### src/rtl/core/pdf_pkg.sv
// ----------------------------------------------------------------------------
// pdf_pkg
// Shared constants and types for the decode stage with operand forwarding.
// ----------------------------------------------------------------------------
package pdf_pkg;

  localparam int REG_W    = 4;
  localparam int DATA_W   = 64;
  localparam int SLOT_W   = 3;
  localparam int NUM_SLOTS = 5;

  // register codes
  localparam logic [REG_W-1:0] REG_NONE = 4'd15;
  localparam logic [REG_W-1:0] REG_SP   = 4'd4;

  // transaction kinds
  localparam logic ACT_POST   = 1'b0;
  localparam logic ACT_DECODE = 1'b1;

  // instruction codes
  localparam logic [3:0] OP_RRMOVQ = 4'd2;
  localparam logic [3:0] OP_IRMOVQ = 4'd3;
  localparam logic [3:0] OP_RMMOVQ = 4'd4;
  localparam logic [3:0] OP_MRMOVQ = 4'd5;
  localparam logic [3:0] OP_OPQ    = 4'd6;
  localparam logic [3:0] OP_CALL   = 4'd8;
  localparam logic [3:0] OP_RET    = 4'd9;
  localparam logic [3:0] OP_PUSHQ  = 4'd10;
  localparam logic [3:0] OP_POPQ   = 4'd11;

  // decoded result held in the output register
  typedef struct packed {
    logic [REG_W-1:0]  src_a;
    logic [REG_W-1:0]  src_b;
    logic [REG_W-1:0]  dst_e;
    logic [REG_W-1:0]  dst_m;
    logic [DATA_W-1:0] val_a;
    logic [DATA_W-1:0] val_b;
    logic              bubble;
  } result_t;

endpackage

### src/rtl/core/pdf_in_if.sv
// ----------------------------------------------------------------------------
// pdf_in_if
// Input channel: forwarding slot posts and instructions to decode.
// ----------------------------------------------------------------------------
interface pdf_in_if;
  logic                          valid;
  logic                          ready;
  logic                          action;
  logic [pdf_pkg::SLOT_W-1:0]    slot;
  logic [pdf_pkg::REG_W-1:0]     slot_reg;
  logic [pdf_pkg::DATA_W-1:0]    slot_value;
  logic [3:0]                    instr_code;
  logic [pdf_pkg::REG_W-1:0]     reg_a;
  logic [pdf_pkg::REG_W-1:0]     reg_b;
  logic [pdf_pkg::DATA_W-1:0]    reg_val_a;
  logic [pdf_pkg::DATA_W-1:0]    reg_val_b;
  logic [3:0]                    ex_icode;
  logic [pdf_pkg::REG_W-1:0]     ex_load_dst;

  modport source (
    output valid, action, slot, slot_reg, slot_value, instr_code, reg_a, reg_b,
           reg_val_a, reg_val_b, ex_icode, ex_load_dst,
    input  ready
  );

  modport sink (
    input  valid, action, slot, slot_reg, slot_value, instr_code, reg_a, reg_b,
           reg_val_a, reg_val_b, ex_icode, ex_load_dst,
    output ready
  );
endinterface

### src/rtl/core/pdf_out_if.sv
// ----------------------------------------------------------------------------
// pdf_out_if
// Output channel: decoded registers, forwarded operands and bubble flag.
// ----------------------------------------------------------------------------
interface pdf_out_if;
  logic                        valid;
  logic                        ready;
  logic [pdf_pkg::REG_W-1:0]   src_a;
  logic [pdf_pkg::REG_W-1:0]   src_b;
  logic [pdf_pkg::REG_W-1:0]   dst_e;
  logic [pdf_pkg::REG_W-1:0]   dst_m;
  logic [pdf_pkg::DATA_W-1:0]  val_a;
  logic [pdf_pkg::DATA_W-1:0]  val_b;
  logic                        bubble;

  modport source (
    output valid, src_a, src_b, dst_e, dst_m, val_a, val_b, bubble,
    input  ready
  );

  modport sink (
    input  valid, src_a, src_b, dst_e, dst_m, val_a, val_b, bubble,
    output ready
  );
endinterface

### src/rtl/core/pipeline_decode_forwarding.sv
// ----------------------------------------------------------------------------
// pipeline_decode_forwarding
// Decode stage of a five-stage pipeline: source/destination selection,
// operand forwarding from five slots and load-use bubble detection.
// ----------------------------------------------------------------------------
// Usage:
//   item   : valid/ready input. A post transaction (action = 0) loads one
//            forwarding slot (0 exec dstE, 1 mem dstM, 2 mem dstE, 3 wb dstM,
//            4 wb dstE); slot codes 5..7 are dropped. A decode transaction
//            (action = 1) produces exactly one result; a post produces none.
//   result : valid/ready output carrying src_a, src_b, dst_e, dst_m, val_a,
//            val_b and bubble.
//   Timing: a decode result is registered and appears in the cycle after
//            acceptance. A post is visible to a decode accepted in the following cycle.
//   Throughput: one transaction per cycle unless the result stalls; selection and the slot compares
//            sit between the slot registers and the single result register.
//   Reset: rst (synchronous) clears the result valid flag and sets every slot
//            to no register with a zero value.
//   Stall: while the result is not taken it holds, and item.ready stays low
//            until the result register is free or drains in the same cycle.
// ----------------------------------------------------------------------------
module pipeline_decode_forwarding (
  input  logic        clk,
  input  logic        rst,
  pdf_in_if.sink      item,
  pdf_out_if.source   result
);

  logic [pdf_pkg::REG_W-1:0]  fwd_dst [pdf_pkg::NUM_SLOTS];
  logic [pdf_pkg::DATA_W-1:0] fwd_val [pdf_pkg::NUM_SLOTS];

  logic             out_valid;
  pdf_pkg::result_t out_data;
  pdf_pkg::result_t res_next;

  logic accept;
  logic is_post;
  logic is_decode;
  logic slot_ok;
  logic ex_is_load;

  // handshake
  assign item.ready = !out_valid || result.ready;
  assign accept     = item.valid && item.ready;
  assign is_post    = (item.action == pdf_pkg::ACT_POST);
  assign is_decode  = (item.action == pdf_pkg::ACT_DECODE);
  assign slot_ok    = (item.slot < pdf_pkg::SLOT_W'(pdf_pkg::NUM_SLOTS));

  // forwarding slot registers
  always_ff @(posedge clk) begin
    if (rst) begin
      for (int i = 0; i < pdf_pkg::NUM_SLOTS; i++) begin
        fwd_dst[i] <= pdf_pkg::REG_NONE;
        fwd_val[i] <= '0;
      end
    end else if (accept && is_post && slot_ok) begin
      fwd_dst[item.slot] <= item.slot_reg;
      fwd_val[item.slot] <= item.slot_value;
    end
  end

  // register selection by instruction code
  always_comb begin
    res_next = '0;
    case (item.instr_code)
      pdf_pkg::OP_RRMOVQ: begin
        res_next.src_a = item.reg_a;
        res_next.src_b = pdf_pkg::REG_NONE;
        res_next.dst_e = item.reg_b;
        res_next.dst_m = pdf_pkg::REG_NONE;
      end
      pdf_pkg::OP_IRMOVQ: begin
        res_next.src_a = pdf_pkg::REG_NONE;
        res_next.src_b = pdf_pkg::REG_NONE;
        res_next.dst_e = item.reg_b;
        res_next.dst_m = pdf_pkg::REG_NONE;
      end
      pdf_pkg::OP_RMMOVQ: begin
        res_next.src_a = item.reg_a;
        res_next.src_b = item.reg_b;
        res_next.dst_e = pdf_pkg::REG_NONE;
        res_next.dst_m = pdf_pkg::REG_NONE;
      end
      pdf_pkg::OP_MRMOVQ: begin
        res_next.src_a = pdf_pkg::REG_NONE;
        res_next.src_b = item.reg_b;
        res_next.dst_e = pdf_pkg::REG_NONE;
        res_next.dst_m = item.reg_a;
      end
      pdf_pkg::OP_OPQ: begin
        res_next.src_a = item.reg_a;
        res_next.src_b = item.reg_b;
        res_next.dst_e = item.reg_b;
        res_next.dst_m = pdf_pkg::REG_NONE;
      end
      pdf_pkg::OP_CALL: begin
        res_next.src_a = pdf_pkg::REG_NONE;
        res_next.src_b = pdf_pkg::REG_SP;
        res_next.dst_e = pdf_pkg::REG_SP;
        res_next.dst_m = pdf_pkg::REG_NONE;
      end
      pdf_pkg::OP_RET: begin
        res_next.src_a = pdf_pkg::REG_SP;
        res_next.src_b = pdf_pkg::REG_SP;
        res_next.dst_e = pdf_pkg::REG_SP;
        res_next.dst_m = pdf_pkg::REG_NONE;
      end
      pdf_pkg::OP_PUSHQ: begin
        res_next.src_a = item.reg_a;
        res_next.src_b = pdf_pkg::REG_SP;
        res_next.dst_e = pdf_pkg::REG_SP;
        res_next.dst_m = pdf_pkg::REG_NONE;
      end
      pdf_pkg::OP_POPQ: begin
        res_next.src_a = pdf_pkg::REG_SP;
        res_next.src_b = pdf_pkg::REG_SP;
        res_next.dst_e = pdf_pkg::REG_SP;
        res_next.dst_m = item.reg_a;
      end
      default: begin
        res_next.src_a = pdf_pkg::REG_NONE;
        res_next.src_b = pdf_pkg::REG_NONE;
        res_next.dst_e = pdf_pkg::REG_NONE;
        res_next.dst_m = pdf_pkg::REG_NONE;
      end
    endcase

    // operand forwarding: walk from lowest priority so slot 0 wins
    res_next.val_a = item.reg_val_a;
    res_next.val_b = item.reg_val_b;
    for (int i = pdf_pkg::NUM_SLOTS - 1; i >= 0; i--) begin
      if (fwd_dst[i] == res_next.src_a) res_next.val_a = fwd_val[i];
      if (fwd_dst[i] == res_next.src_b) res_next.val_b = fwd_val[i];
    end
    if (res_next.src_a == pdf_pkg::REG_NONE) res_next.val_a = '0;
    if (res_next.src_b == pdf_pkg::REG_NONE) res_next.val_b = '0;

    // load-use hazard against the instruction in execute
    res_next.bubble = ex_is_load &&
                      ((item.ex_load_dst == res_next.src_a) ||
                       (item.ex_load_dst == res_next.src_b));
  end

  assign ex_is_load = (item.ex_icode == pdf_pkg::OP_MRMOVQ) ||
                      (item.ex_icode == pdf_pkg::OP_POPQ);

  // result register
  always_ff @(posedge clk) begin
    if (rst) begin
      out_valid <= 1'b0;
    end else if (item.ready) begin
      out_valid <= accept && is_decode;
    end
  end

  always_ff @(posedge clk) begin
    if (accept && is_decode) begin
      out_data <= res_next;
    end
  end

  assign result.valid  = out_valid;
  assign result.src_a  = out_data.src_a;
  assign result.src_b  = out_data.src_b;
  assign result.dst_e  = out_data.dst_e;
  assign result.dst_m  = out_data.dst_m;
  assign result.val_a  = out_data.val_a;
  assign result.val_b  = out_data.val_b;
  assign result.bubble = out_data.bubble;

endmodule

### src/flat_wrapper.sv
// flat-port wrapper written by rule: the top's interface ports become plain ports
module pipeline_decode_forwarding_flat 
  (clk, rst, item_valid, item_action, item_slot, item_slot_reg, item_slot_value, item_instr_code, item_reg_a, item_reg_b, item_reg_val_a, item_reg_val_b, item_ex_icode, item_ex_load_dst, item_ready, result_valid, result_src_a, result_src_b, result_dst_e, result_dst_m, result_val_a, result_val_b, result_bubble, result_ready);
  pdf_in_if item_i ();
  pdf_out_if result_i ();
  input  logic clk;
  input  logic rst;
  input wire logic [$bits(item_i.valid)-1:0] item_valid;
  input wire logic [$bits(item_i.action)-1:0] item_action;
  input wire logic [$bits(item_i.slot)-1:0] item_slot;
  input wire logic [$bits(item_i.slot_reg)-1:0] item_slot_reg;
  input wire logic [$bits(item_i.slot_value)-1:0] item_slot_value;
  input wire logic [$bits(item_i.instr_code)-1:0] item_instr_code;
  input wire logic [$bits(item_i.reg_a)-1:0] item_reg_a;
  input wire logic [$bits(item_i.reg_b)-1:0] item_reg_b;
  input wire logic [$bits(item_i.reg_val_a)-1:0] item_reg_val_a;
  input wire logic [$bits(item_i.reg_val_b)-1:0] item_reg_val_b;
  input wire logic [$bits(item_i.ex_icode)-1:0] item_ex_icode;
  input wire logic [$bits(item_i.ex_load_dst)-1:0] item_ex_load_dst;
  output wire logic [$bits(item_i.ready)-1:0] item_ready;
  output wire logic [$bits(result_i.valid)-1:0] result_valid;
  output wire logic [$bits(result_i.src_a)-1:0] result_src_a;
  output wire logic [$bits(result_i.src_b)-1:0] result_src_b;
  output wire logic [$bits(result_i.dst_e)-1:0] result_dst_e;
  output wire logic [$bits(result_i.dst_m)-1:0] result_dst_m;
  output wire logic [$bits(result_i.val_a)-1:0] result_val_a;
  output wire logic [$bits(result_i.val_b)-1:0] result_val_b;
  output wire logic [$bits(result_i.bubble)-1:0] result_bubble;
  input wire logic [$bits(result_i.ready)-1:0] result_ready;
  assign item_i.valid = item_valid;
  assign item_i.action = item_action;
  assign item_i.slot = item_slot;
  assign item_i.slot_reg = item_slot_reg;
  assign item_i.slot_value = item_slot_value;
  assign item_i.instr_code = item_instr_code;
  assign item_i.reg_a = item_reg_a;
  assign item_i.reg_b = item_reg_b;
  assign item_i.reg_val_a = item_reg_val_a;
  assign item_i.reg_val_b = item_reg_val_b;
  assign item_i.ex_icode = item_ex_icode;
  assign item_i.ex_load_dst = item_ex_load_dst;
  assign item_ready = item_i.ready;
  assign result_valid = result_i.valid;
  assign result_src_a = result_i.src_a;
  assign result_src_b = result_i.src_b;
  assign result_dst_e = result_i.dst_e;
  assign result_dst_m = result_i.dst_m;
  assign result_val_a = result_i.val_a;
  assign result_val_b = result_i.val_b;
  assign result_bubble = result_i.bubble;
  assign result_i.ready = result_ready;
  pipeline_decode_forwarding u_core (.clk(clk), .rst(rst), .item(item_i), .result(result_i));
endmodule
### config.mk
export PLATFORM = sky130hd
export DESIGN_NAME = pipeline_decode_forwarding_flat
export DESIGN_NICKNAME = d
export VERILOG_FILES = /design/src/rtl/core/pdf_pkg.sv /design/src/rtl/core/pdf_in_if.sv /design/src/rtl/core/pdf_out_if.sv /design/src/rtl/core/pipeline_decode_forwarding.sv /design/src/flat_wrapper.sv
export SDC_FILE = /design/constraint.sdc
export NUM_CORES = 1
export LEC_CHECK = 0
export ABC_AREA = 1
export BUFFER_PORTS_ARGS = -buffer_cell sky130_fd_sc_hd__buf_2
export CELL_PAD_IN_SITES_DETAIL_PLACEMENT = 1
export CELL_PAD_IN_SITES_GLOBAL_PLACEMENT = 1
export CORE_ASPECT_RATIO = 1.1
export CORE_MARGIN = 2
export CORE_UTILIZATION = 45
export DETAILED_ROUTE_END_ITERATION = 16
export PLACE_DENSITY_LB_ADDON = 0.1
export SKIP_LAST_GASP = 1
export SLEW_MARGIN = 10
export SYNTH_ARGS = -nofsm -noshare
export SYNTH_HDL_FRONTEND = slang
export SYNTH_SLANG_ARGS = --single-unit
### constraint.sdc
create_clock -name clk -period 12.08 [get_ports clk]
set_input_delay 0.604 -clock clk [delete_from_list [all_inputs] [get_ports clk]]
set_output_delay 0.604 -clock clk [all_outputs]
set_load 0.03 [all_outputs]
==> summary.md, run 1 <==
| Metric | Value |
|---|---|
| Status | `complete, no violations` |
| Fmax | `253 MHz` |
| Worst-margin pin slew | `1310 ps` |
| Footprint of the multi-input gates | `0.00876 sq mm` |
| Mapped cell area | `0.0260 sq mm` |
| DRT Pass-1 Iters | `5` |
| Post-DP HPWL | `58.2 mm` |
| CTS Sinks | `486` |
| Hold Crit Class | `in2reg` |
| GRT Util Overall | `0.339` |
| Post-route clock skew | `25.8 ps` |
| Crit start category | `input port` |
| Crit path cell chain | `buf_2 -> nor2_1 -> nand2_4 -> nand3_4 -> nand2_1 -> nand2_4 -> inv_2 -> nand2_1 -> nand2_1 -> nor2_4 -> buf_4 -> nand2_4 -> nand3_1 -> nand3_1 -> nand2_1 -> a21oi_1` |
| TritonCTS Buffers | `53` |
| Setup bufs post-CTS | `0` |
| CTS tree | `yes` |
| Port bufs | `370` |
| Ports | `371` |
| Post-synth top area share | `0.559` |
| Die Wd | `233 um` |
| First-pass GRT wire length | `152 mm` |
| Worst slew margin | `0.120` |
| Final worst path period share | `0.327` |
| Drt wl/cell | `25.0 um` |
| Crit Path Max Fanout | `65` |
| Setup violators final | `0` |
| Antenna Nets Post-Route | `0` |
| Register Area | `0.0146 sq mm` |
| Final GP Congestion | `0.844` |
| Area growth syn-to-layout | `15.1%` |
| Die area | `0.0598 sq mm` |
| Initial Util | `0.455` |
| RSZ-0062 raised after global routing | `no` |
| IR drop worst, VDD | `0.0936 mV` |
| Finished Cell Area | `0.0300 sq mm` |
| Leading area contributor after synthesis | `edfxtp_1` |
| CTS H-Tree Depth | `2` |
| Sequential cell area fraction in the yosys report | `0.560` |
| CP dominant cell by count | `nand2_1` |
| MaxCap Viol Count | `0` |
| Register bit total from synthesis | `486` |
| Total grt overflow | `0` |
| Cell count after synthesis | `3,059` |
| Worst skew pair latency | `640 ps` |
| Type of destination of the critical path | `flip-flop` |
| Initial antenna violation count | `4` |
| Static Leak | `13.6 nW` |
| Synth cell types | `30` |
| Min cycle time layout | `3960 ps` |
| Hold_buf cts | `0` |
| Max Slew Vio Count | `0` |
| Placed cell area | `0.0282 sq mm` |
| Syn. warnings | `0` |
| Fill cells | `6,828` |
| Path type of the worst setup path | `in2reg` |
| Worst EP arrival | `4350 ps` |
| Vias in the first global route | `25,500` |
| Buffer and inverter count on the worst path | `3` |
| Final setup TNS | `0 ps` |
| Maximum buffer depth of the clock tree | `3` |
| Row cnt | `92` |
| Syn_area_per_cell | `8.51 sq um` |
| Post-Syn Nets | `3,283` |
| Pwr dens | `158 mW/mm^2` |
| Core area | `0.0572 sq mm` |
| Total Routed Length | `103 mm` |
| Clk slew on worst S/H paths | `60 ps` |
| Top delay family on crit path | `simple AND/OR/NAND/NOR gates` |
| Final Hold Viols | `0` |
| Slowest CP cell | `nand2_4` |
| Clock root cell | `clkbuf_16` |
| Vias | `24,100` |
| Vias per cell | `5.86` |
| DRT iter0 DRCs | `2,320` |
| Ranking of synthesized cells by area | `edfxtp_1 (56%), nand3_1 (8.9%), inv_1 (7.0%)` |
| CTS resizes | `0` |
| Critical path required time | `12,470 ps` |
| Largest net degree at the start of global routing | `91` |
| Die Y | `256 um` |
| Nets@finish | `3,537` |
| Max incr delay on CP | `910 ps` |
| # DRC | `0` |
| Share of layout cells above drive strength 1 | `0.159` |
where the power goes:
| group | internal [mW] | switching (mW) | total (mW) |
|---|---|---|---|
| sequential | 1.98 | 0.0425 | 2.02 |
| combinational | 0.273 | 0.768 | 1.04 |
| clock | 0.949 | 0.724 | 1.67 |
| total | 3.20 | 1.54 | 4.73 |
state kept, by name, indices dropped and copies added, names as in the netlist:
name / count
u_core.result.valid: 1
u_core.fwd_val: 320
u_core.result.dst_e: 4
u_core.result.bubble: 1
u_core.result.val_b: 64
u_core.result.src_a: 4
u_core.result.val_a: 64
u_core.result.dst_m: 4
u_core.fwd_dst: 20
u_core.result.src_b: 4
synth_stat cells (all sizes together):
cell type	count
a21oi	202
a32oi	1
buf	152
clkbuf	51
dfxtp	1
edfxtp	485
inv	495
nand2	426
nand3	470
nand3b	5
nand4	8
nor2	471
nor4	2
o211ai	4
o21ai	260
o21bai	1
xnor2	8
xor2	17
cells in the final DEF (no fill, tap or decap), types with 3 or more instances in the layout:
| cell type | count |
|---|---|
| a21oi_1 | 202 |
| buf_2 | 370 |
| buf_4 | 32 |
| bufinv_16 | 7 |
| clkbuf_1 | 6 |
| clkbuf_16 | 53 |
| clkinv_1 | 17 |
| clkinv_2 | 13 |
| edfxtp_1 | 485 |
| inv_1 | 483 |
| inv_2 | 9 |
| nand2_1 | 407 |
| nand2_2 | 4 |
| nand2_4 | 15 |
| nand3_1 | 459 |
| nand3_4 | 9 |
| nand3b_1 | 5 |
| nand4_1 | 7 |
| nor2_1 | 460 |
| nor2_4 | 9 |
| o211ai_1 | 3 |
| o21ai_0 | 154 |
| o21ai_1 | 106 |
| xnor2_1 | 8 |
| xor2_1 | 17 |
final timing paths:
check,cells after the start,slack (ps),end,from
min,2,300,u_core.result.dst_m[2],item_reg_a[2]
max reg2reg,10,8450,u_core.result.val_b[48],u_core.fwd_dst[4][0]
min reg2reg,2,640,u_core.result.val_a[27],u_core.fwd_val[0][27]
max,16,8120,u_core.result.val_b[28],item_instr_code[3]
per-layer routing:
layer  vias to the layer above  track usage  wire [um]
met4                         2        0.159       4700
li1                      10500            -          -
met2                      1283        0.577      49900
met5                         -            0         12
met3                       297       0.0504       8640
met1                     11900        0.424      39600
layout make-up:
cell class                      count  area share
Antenna cell                        2    0.000167
Clock buffer                       59      0.0450
Clock inverter                     38      0.0124
Inverter                          495      0.0622
Multi-Input combinational cell   1875       0.292
Sequential cell                   486       0.487
Tap cell                          752      0.0314
Timing Repair Buffer              402      0.0698
kinds of logic after synthesis:
family,Yosys count,share of synthesized area
xor gates and xnor gates,25,0.00841
AOI/OAI and AO/OA,468,0.0908
buffers and inverters,698,0.111
DFF,486,0.560
and+or+nand+nor,1382,0.230
stage by stage:
stage	std cells	util	power, mW	setup WS [ps]	hold WS, ps
final	4109	0.524	4.73	8120	300
after global routing	4109	0.524	4.88	8000	301
after CTS	4107	0.523	4.72	8290	280
after detailed placement	4010	0.493	3.07	7650	628
after global placement	4010	0.493	3.04	7690	589
after floorplan	3059	-	2.71	4400	585
Power figures use the tool's default switching activity.
==> run 2, diff against run 1 <==
--- a/config.mk
+++ b/config.mk
@@ -11,7 +11,7 @@
 export CELL_PAD_IN_SITES_GLOBAL_PLACEMENT = 1
 export CORE_ASPECT_RATIO = 1.1
 export CORE_MARGIN = 2
-export CORE_UTILIZATION = 45
+export CORE_UTILIZATION = 44
 export DETAILED_ROUTE_END_ITERATION = 16
 export PLACE_DENSITY_LB_ADDON = 0.1
 export SKIP_LAST_GASP = 1
==> constraint.sdc (replaced) <==
create_clock -name clk -period 3.7 [get_ports clk]
set_input_delay 0.185 -clock clk [delete_from_list [all_inputs] [get_ports clk]]
set_output_delay 0.185 -clock clk [all_outputs]
set_load 0.03 [all_outputs]
==> run 2 against run 1 <==
Compared with the run above:
- die area rose by 2.2%
- critical endpoint is now u_core.result.val_a[0]
- hold slack got worse by 270 ps
- cell count rose by 2.8%
- sequential power rose to 3.3 times the previous value
==> summary.md, run 2 (synthesized netlist as in run 1, its figures left out) <==
| Metric | Value |
|---|---|
| Max Slew Vio Count | `0` |
| IR drop worst, VDD | `0.347 mV` |
| ANT cells | `0` |
| Final Hold Viols | `0` |
| CTS H-Tree Depth | `2` |
| Die Y | `259 um` |
| Pwr dens | `496 mW/mm^2` |
| Post-DP HPWL | `61.0 mm` |
| Static Leak | `14.1 nW` |
| RSZ-0062 raised after global routing | `no` |
| Type of destination of the critical path | `flip-flop` |
| Core area | `0.0585 sq mm` |
| Port bufs | `370` |
| Initial Util | `0.445` |
| Max reg flops | `320` |
| Row cnt | `93` |
| Maximum buffer depth of the clock tree | `3` |
| TritonCTS Buffers | `54` |
| Largest net degree at the start of global routing | `146` |
| Nets@finish | `3,646` |
| Total Routed Length | `104 mm` |
| Fmax | `343 MHz` |
| Vias per cell | `5.78` |
| Clock root cell | `clkbuf_16` |
| MaxCap Viol Count | `0` |
| Worst-margin pin slew | `1220 ps` |
| Worst slew margin | `0.189` |
| DP Worst Slack | `588 ps` |
| First-pass GRT wire length | `156 mm` |
| Status | `complete, no violations` |
| Setup bufs post-CTS | `0` |
| Worst skew pair latency | `630 ps` |
| CTS tree | `yes` |
| Critical path required time | `4050 ps` |
| Area growth syn-to-layout | `19.6%` |
| Total grt overflow | `0` |
| Worst EP arrival | `3260 ps` |
| Largest Register | `u_core.fwd_val` |
| Final worst path period share | `0.788` |
| Fin Hold WS | `26.5 ps` |
| DRT Pass-1 Iters | `6` |
| Crit Path Max Fanout | `64` |
| Min cycle time layout | `2920 ps` |
| Most frequent cells in the layout | `edfxtp_1 (485), inv_1 (483), nor2_1 (460)` |
| Crit start category | `input port` |
| Hold Crit Class | `in2reg` |
| Initial antenna violation count | `2` |
| Commonest non-fill, non-tap cell in the layout | `edfxtp_1` |
| DRT iter0 DRCs | `2,666` |
| GRT Util Overall | `0.337` |
| CTS Sinks | `486` |
| Final GP Congestion | `0.865` |
| Vias | `24,400` |
| Die area | `0.0611 sq mm` |
| Clk slew on worst S/H paths | `60 ps` |
| Antenna Nets Post-Route | `0` |
| Setup ws final | `784 ps` |
| Ports | `371` |
| Setup violators final | `0` |
| Post-route clock skew | `30.1 ps` |
| Die Wd | `236 um` |
| Vias in the first global route | `26,100` |
| Path type of the worst setup path | `in2reg` |
| Drt wl/cell | `24.7 um` |
| # DRC | `0` |
| Share of layout cells above drive strength 1 | `0.162` |
## run 2: cell types whose count changed in the layout (fill, tap and decap cells not counted)
cell and change:
bufinv_16 -4, nor4_1 +2, dlygate4sd3_1 +77, buf_12 +21
clkinv_1 -7, clkinv_8 -2, clkbuf_1 +8, clkbuf_16 +2
clkinvlp_4 +2, diode_2 -2, nor4_2 -2, buf_4 +10
## run 2: repair_timing
action / CTS / global route
resized for setup: 0 / 0
hold buffers: 77 / 0
hold endpoints to repair: 316 / 0
## run 2: final timing paths
kind / depth (start not counted) / to / slack [ps] / from
max: 13 / u_core.result.val_a[0] / 780 / item_reg_a[2]
min: 3 / u_core.fwd_val[0][2] / 30 / item_slot_value[2]
max reg2reg: 11 / u_core.result.val_a[0] / 1030 / u_core.fwd_dst[4][2]
min reg2reg: 2 / u_core.result.val_a[55] / 640 / u_core.fwd_val[0][55]
## run 2: worst max-delay path, cell delays in order
cell	delay, ps
dlygate4sd3_1	550
buf_2	140
a21oi_1	430
nand3_1	160
nand2_1	100
nand2_1	80
nor2_4	120
buf_4	850
nand3_1	190
nand3_1	170
nand3_1	90
nand2_1	70
a21oi_1	50
## run 2: where the power goes
part,internal (mW),switching (mW)
combinational,1.03,2.60
sequential,6.46,0.129
clock,2.91,2.30
## run 2: area by class of cell
class / instances / area [sq um]
clock inverters: 27 / 206
repair buffers: 510 / 3360
well taps: 760 / 951
fillers: 6907 / 27400
clock buffers: 69 / 1430
multi-input cells: 1875 / 8740
inverters: 495 / 1860
flip-flops and latches: 486 / 14600
## run 2: layer usage
metal | GRT usage | part of all wire | vias up
li1 | - | - | 10700
met1 | 0.420 | 0.39 | 12000
met2 | 0.578 | 0.48 | 1351
met3 | 0.0535 | 0.089 | 295
met4 | 0.156 | 0.044 | 4
met5 | 0 | 0.00020 | -
## run 2: through the flow
stage / instance area, sq um / TNS [ps] / cells / util / power [mW]
2_1_floorplan: 26000 / -5110 / 3059 / - / 8.83
3_3_place_gp: 28700 / 0 / 4049 / 0.491 / 10.1
3_5_place_dp: 28700 / 0 / 4049 / 0.491 / 10.2
4_1_cts: 31100 / 0 / 4222 / 0.532 / 15.4
5_1_grt: 31100 / 0 / 4222 / 0.532 / 15.9
6_report: 31100 / 0 / 4222 / 0.532 / 15.4
